### src/hw/rtl/tkh_pkg.sv
// ----------------------------------------------------------------------------
// tkh_pkg
// Shared types and constants for the top-k min-heap selector.
// ----------------------------------------------------------------------------
`default_nettype none
package tkh_pkg;

  localparam int unsigned ValueW = 32;
  localparam int unsigned TagW   = 24;
  localparam int unsigned CountW = 10;
  localparam int unsigned KReset = 50;

  localparam logic ActOffer = 1'b0;
  localparam logic ActClear = 1'b1;

  typedef struct packed {
    logic                     action;
    logic signed [ValueW-1:0] candidate_value;
    logic [TagW-1:0]          candidate_start;
    logic [TagW-1:0]          candidate_end;
  } tkh_in_t;

  typedef struct packed {
    logic                     accepted;
    logic [CountW-1:0]        entry_count;
    logic signed [ValueW-1:0] threshold_value;
  } tkh_out_t;

  // Heap entry as stored in memory
  typedef struct packed {
    logic signed [ValueW-1:0] value;
    logic [TagW-1:0]          start;
    logic [TagW-1:0]          stop;
  } tkh_entry_t;

  // Classified request passed from the front to the back
  typedef enum logic [1:0] {
    OP_CLEAR   = 2'd0,
    OP_PUSH    = 2'd1,
    OP_REPLACE = 2'd2,
    OP_CHECK   = 2'd3
  } tkh_op_t;

  typedef struct packed {
    tkh_op_t    op;
    tkh_entry_t cand;
  } tkh_cmd_t;

endpackage
`default_nettype wire

### src/hw/rtl/tkh_front.sv
// ----------------------------------------------------------------------------
// tkh_front
// Accepts requests, classifies them and pushes them into a two-entry queue.
// ----------------------------------------------------------------------------
`default_nettype none
module tkh_front import tkh_pkg::*; (
  input  wire logic     clk,
  input  wire logic     rst_n,
  input  wire logic     in_valid,
  output logic          in_stall,
  input  tkh_in_t       in_data,
  input  wire logic     q_pop,
  output logic          q_valid,
  output tkh_cmd_t      q_cmd
);

  tkh_cmd_t   q_mem_r [2];
  logic       wr_ptr_r, wr_ptr_nxt, rd_ptr_r, rd_ptr_nxt;
  logic [1:0] fill_r, fill_nxt;
  logic       push;
  tkh_cmd_t   cmd;

  assign in_stall = (fill_r == 2'd2);
  assign push     = in_valid && !in_stall;
  assign q_valid  = (fill_r != 2'd0);
  assign q_cmd    = q_mem_r[rd_ptr_r];

  // Classify: the back decides push vs. replace from its own count
  always_comb begin
    cmd.cand.value = in_data.candidate_value;
    cmd.cand.start = in_data.candidate_start;
    cmd.cand.stop  = in_data.candidate_end;
    cmd.op         = (in_data.action == ActClear) ? OP_CLEAR : OP_CHECK;
  end

  always_comb begin
    wr_ptr_nxt = push ? ~wr_ptr_r : wr_ptr_r;
    rd_ptr_nxt = q_pop ? ~rd_ptr_r : rd_ptr_r;
    fill_nxt   = fill_r + {1'b0, push} - {1'b0, q_pop};
  end

  always_ff @(posedge clk) begin
    if (!rst_n) begin
      wr_ptr_r <= 1'b0;
      rd_ptr_r <= 1'b0;
      fill_r   <= 2'd0;
    end else begin
      wr_ptr_r <= wr_ptr_nxt;
      rd_ptr_r <= rd_ptr_nxt;
      fill_r   <= fill_nxt;
    end
  end

  // Hold queue payload
  always_ff @(posedge clk) begin
    if (push) begin
      q_mem_r[wr_ptr_r] <= cmd;
    end
  end

endmodule
`default_nettype wire

### config.mk
export PLATFORM = sky130hd
export DESIGN_NAME = tkh_front
export DESIGN_NICKNAME = d
export VERILOG_FILES = /design/src/hw/rtl/tkh_pkg.sv /design/src/hw/rtl/tkh_front.sv
export SDC_FILE = /design/constraint.sdc
export NUM_CORES = 1
export LEC_CHECK = 0
export ABC_AREA = 1
export BUFFER_PORTS_ARGS = -buffer_cell sky130_fd_sc_hd__buf_2
export CAP_MARGIN = 20
export CORE_UTILIZATION = 45
export DETAILED_ROUTE_END_ITERATION = 8
export GPL_TIMING_DRIVEN = 0
export PLACE_DENSITY_LB_ADDON = 0.05
export SYNTH_ARGS = -nofsm -noshare
export SYNTH_HDL_FRONTEND = slang
export SYNTH_SLANG_ARGS = --single-unit
### constraint.sdc
create_clock -name clk -period 10.9 [get_ports clk]
set_input_delay 0 -clock clk [delete_from_list [all_inputs] [get_ports clk]]
set_output_delay 0 -clock clk [all_outputs]
set_load 0.005 [all_outputs]
* Word level (Yosys, flattened, before mapping)
Memory sizes are Yosys's and may differ from the RTL's. A register that Yosys moved wholly into a read port is not among the register bits.
Cells that the tools add are included.
** Cells by class
- Add/subtract/negate cells :: 2
- Multipliers :: 0
- Div/mod/pow operators :: 0
- $lt $le $gt $ge :: 0
- Eq/ne operators :: 1
- Shifts and indexed selects :: 0
- Multiplexer cells :: 5
- Bitwise operators :: 2
- Reductions and logical operators :: 3
** Operators with widths (count)
- 1-bit 2-to-1 mux :: 4
- 2-bit by 1-bit adder with 2-bit output :: 1
- 2-bit equality test, second input constant :: 1
- 2-bit 2-to-1 mux :: 1
- 1-bit inverter :: 2
- 2-bit nonzero test :: 1
- 2-bit by 1-bit subtractor with 2-bit output :: 1
- 1-bit logical AND :: 1
- 1-bit logical NOT :: 1
** Storage, ports and cells
- Flip-flop bits (word level) :: 4
- Latch bits :: 0
- Bits in writable memories :: 164
- ROM bits :: 0
- Input port bits :: 85
- Output and inout port bits :: 84
- Word-level logic and storage cells :: 17
- Memories kept :: 1
** Memory list
- q_mem_r :: words 2, bits a word 82, rd ports 1, clocked after memory_dff 1, wr ports 1, RTL line tkh_front.sv:17 : tkh_cmd_t q_mem_r [2];

* Depth between registers and ports, before layout
- Depth in word-level cells :: 5
- Mapped depth :: 11
- Mapped depth without buffers :: 11

* Least setup slack after synthesis
Ideal clock, no wire load.
- Path kind :: reg-to-reg
- Start :: reg fill_r[0]
- End :: mem q_mem_r[0][0] (netlist name), enable pin
- Library setup time :: 0.521 ns
- Arrival :: 3.913 ns
- Required time :: 10.379 ns
- Path slack :: 6.467 ns
- Cell stages (with the launch flop) :: 5
- Buffers on the path :: 0
- Period minus slack after synthesis :: 4.433 ns
- Cell sequence :: dfxtp_1 -> inv_1 -> nand2_1 -> nand2_1 -> nor2_1
** On the way
- Cells in the longest elaborated chain, start to end :: 5
** RTL lines
- start: declaration :: RTL line tkh_front.sv:19 : logic [1:0] fill_r, fill_nxt;
- start signal: assignment :: RTL line tkh_front.sv:50 : fill_r <= fill_nxt;
- 2-bit equality test :: RTL line tkh_front.sv:23 : assign in_stall = (fill_r == 2'd2);
- 1-bit logical NOT :: RTL line tkh_front.sv:24 : assign push = in_valid && !in_stall;
- 1-bit logical AND :: RTL line tkh_front.sv:24
- 1-bit 2-to-1 mux :: RTL line tkh_front.sv:56 : if (push) begin
- 1-bit 2-to-1 mux (implied by the code) :: RTL line tkh_front.sv:57 : q_mem_r[wr_ptr_r] <= cmd;
- end: declaration :: RTL line tkh_front.sv:17
No other way between the ends.

* Worst setup path in the final report
- Start :: reg fill_r[0]
- End :: mem q_mem_r[0][23] (netlist name), enable pin
The elaborated chain is that of the path after synthesis.

==> key figures <==
Pwr
  • Peak VDD IR: 0.101 mV
  • Total power: 1.56 mW
  • Clk pwr share: 35.6%
  • Pwr Density: ~170 mW/mm^2
  • Switch share: between 20% and 30%
  • Leakage: 3.66 nW
  • Comb pwr share: roughly 14%
  • Sw Pwr: 0.351 mW
  • Flop pwr share: roughly 50%
  • Internal cell power: 1.21 mW

STA
  • Clk_skew: 0.00522 ns
  • Slew @ Worst Pin: 0.489 ns
  • Final setup fails: 0
  • Period utilisation layout: about 16%
  • Max Fclk: 563 MHz
  • Final Hold Slack: 0.293 ns
  • RSZ-0062 raised after global routing: false
  • Slew Limit Headroom: 67.3%
  • Slew Viols, Final: 0
  • Final hold vios: 0
  • Final min period: 1.77 ns
  • Setup_tns: 0 ns

Run
  • Maxcap violations: 0

Clocking
  • Root Buffer: clkbuf_16
  • CTS tree: done
  • Worst skew pair latency: 0.42 ns
  • Num Clock Sinks: around 170
  • Clk buf depth: 2
  • Post-CTS setup buffers: 0
  • CTS HTree Levels: 4
  • Num CTS Buffers: 17
  • Post_cts resized: 0
  • Clk pin slew, worst setup/hold paths: approximately 0.060 ns

Routing
  • DRT Wirelength: 11,500 um
  • Number of iterations in the first detailed-routing pass: 4
  • 1st-iter DRT viols: roughly 210
  • ANT nets after route: 0
  • DR DRC count: 0
  • Via density: 4.63
  • DR WL/cell: 15.2 um
  • Routed vias: 3,506

Synth
  • Distinct cells, synth: 13
  • Synth top area cells: edfxtp_1 75%, mux2_4 18%, buf_12 2.5%
  • Post-Syn Instances: 289
  • Post-Syn Nets: 376
  • Post-synthesis cell area: 0.00649 mm^2
  • Post-synth top area share: roughly 75%
  • Synth Area per Inst: 22.5 um^2
  • Sequential fraction of the synthesis area: between 70% and 80%
  • Yosys warning total: 0
  • Area leader, netlist: edfxtp_1
  • Seq cells post-synth: around 170

Place
  • GP Congestion: 0.662
  • Post-DP HPWL: 7320 um
  • # port buffers: between 150 and 200

Setup path
  • CP max FO: 25
  • Crit path capture type: register
  • Worst Setup Start Kind: register
  • Critical Path RT: about 11 ns
  • Worst setup path class: register to register
  • CP arrival: 1.90 ns

Floorplan
  • Die width: ~120 um
  • Initial Util: 46.4%
  • Die Ht: 122 um
  • Cell row count: 43
  • IO Count: around 170
  • DIE AREA: ~0.015 mm^2
  • Core ar.: 0.0140 mm^2

Worst hold path
  • Worst min path class: input pin to register

Layout
  • Antenna fix cells: 0
  • Commonest non-fill, non-tap cell in the layout: buf_2
  • Most frequent cells in the layout: 168 x buf_2, 162 x edfxtp_1, 84 x dlygate4sd3_1, 80 x mux2_4, 17 x clkbuf_16
  • Nets: 651
  • Ratio of cells with drive above 1 in the final layout: 51.3%
  • Area growth, synth to finish: 39.5%

GRT
  • Aggregate global-route resource usage: 16.2%
  • First-pass GRT wire length: 17,600 um
  • Initial antenna violation count: 0
  • Total grt overflow: 0
  • Number of global-route vias before repair: 3,670
  • Largest net degree at the start of global routing: 50

Status
  • Status: complete, no violations
==> flip-flops by register name, summed over array words and instances (netlist names), named ones only <==
| signal | cells |
|---|---|
| rd_ptr_r | 1 |
| wr_ptr_r | 1 |
| fill_r | 2 |
| q_mem_r | 162 |
==> layout make-up <==
cell class,count,area (um^2)
timing repair buffer,256,1780
clock inverter,15,129
sequential,167,4960
tap,180,225
buffer,10,179
inverter,9,36.3
fill,1019,4930
multi-input combinational,103,1330
clock buffer,17,425
==> metrics by stage <==
| stage | std cells | utilization (%) | worst slack [ns] | area [um^2] |
|---|---|---|---|---|
| 5_1_grt | 757 | 64.8 | 9.00 | 9060 |
| 2_1_floorplan | 289 | - | 6.47 | 6490 |
| 4_1_cts | 757 | 64.8 | 9.09 | 9060 |
| 6_report | 757 | 64.8 | 9.13 | 9060 |
| 3_3_place_gp | 637 | 54.1 | 4.29 | 7560 |
| 3_5_place_dp | 641 | 54.8 | 9.10 | 7670 |
==> path summary, 6_finish.rpt <==
kind / to / slack, ns / cells past startpoint / start
setup / recovery: q_mem_r[0][23] / 9.13 / 6 / fill_r[0]
hold / removal: q_mem_r[0][64] / 0.29 / 2 / in_data[64]
setup reg to reg: q_mem_r[0][23] / 9.13 / 6 / fill_r[0]
hold reg to reg: register / 0.50 / 2 / rd_ptr_r
==> synth_stat cells <==
library cell	number
a21oi_1	2
nand3_1	2
edfxtp_1	162
nor2_1	6
buf_6	1
nand2_1	10
dfxtp_1	5
buf_4	1
mux2_4	80
inv_1	9
mux2_2	1
buf_12	8
ha_1	2
==> cell families after synthesis <==
kind of cell             synth area share, %
multiplexers                            18.7
AO/OA/AOI/OAI                          0.154
buffers and inverters                   3.27
adder cells (fa/ha/maj)                0.385
AND/OR/NAND/NOR                         1.08
flip-flops                              76.4
==> what timing repair did <==
| action | CTS | global route |
|---|---|---|
| hold endpoints to repair | 167 | 0 |
| hold buffers | 84 | 0 |
| endpoints found under the setup margin | 0 | 0 |
==> power groups by stage <==
stage | sequential, mW | clock (mW) | combinational (mW)
2_1_floorplan | 0.798 | 0 | 0.117
6_report | 0.782 | 0.557 | 0.226
3_5_place_dp | 0.796 | 0 | 0.205
3_3_place_gp | 0.804 | 0 | 0.191
5_1_grt | 0.786 | 0.597 | 0.246
4_1_cts | 0.783 | 0.568 | 0.230
==> metal layers <==
| metal | global-route usage (%) | up-vias | share of wire (%) |
|---|---|---|---|
| met5 | 0 | - | 0 |
| met4 | 8.16 | 0 | 1.9 |
| met3 | 5.43 | 19 | 6.4 |
| met2 | 28.2 | 112 | 52 |
| met1 | 17.6 | 1706 | 40 |
| li1 | - | 1669 | - |
==> worst max-delay path, cell delays in order, from the launching register on <==
cell and delay, ns:
dfxtp_1 0.34, inv_1 0.05, nand2_1 0.10, nand2_1 0.12, nor2_4 0.41, buf_16 0.23
buf_12 0.20
No activity file was read; power rests on OpenSTA's default activity.
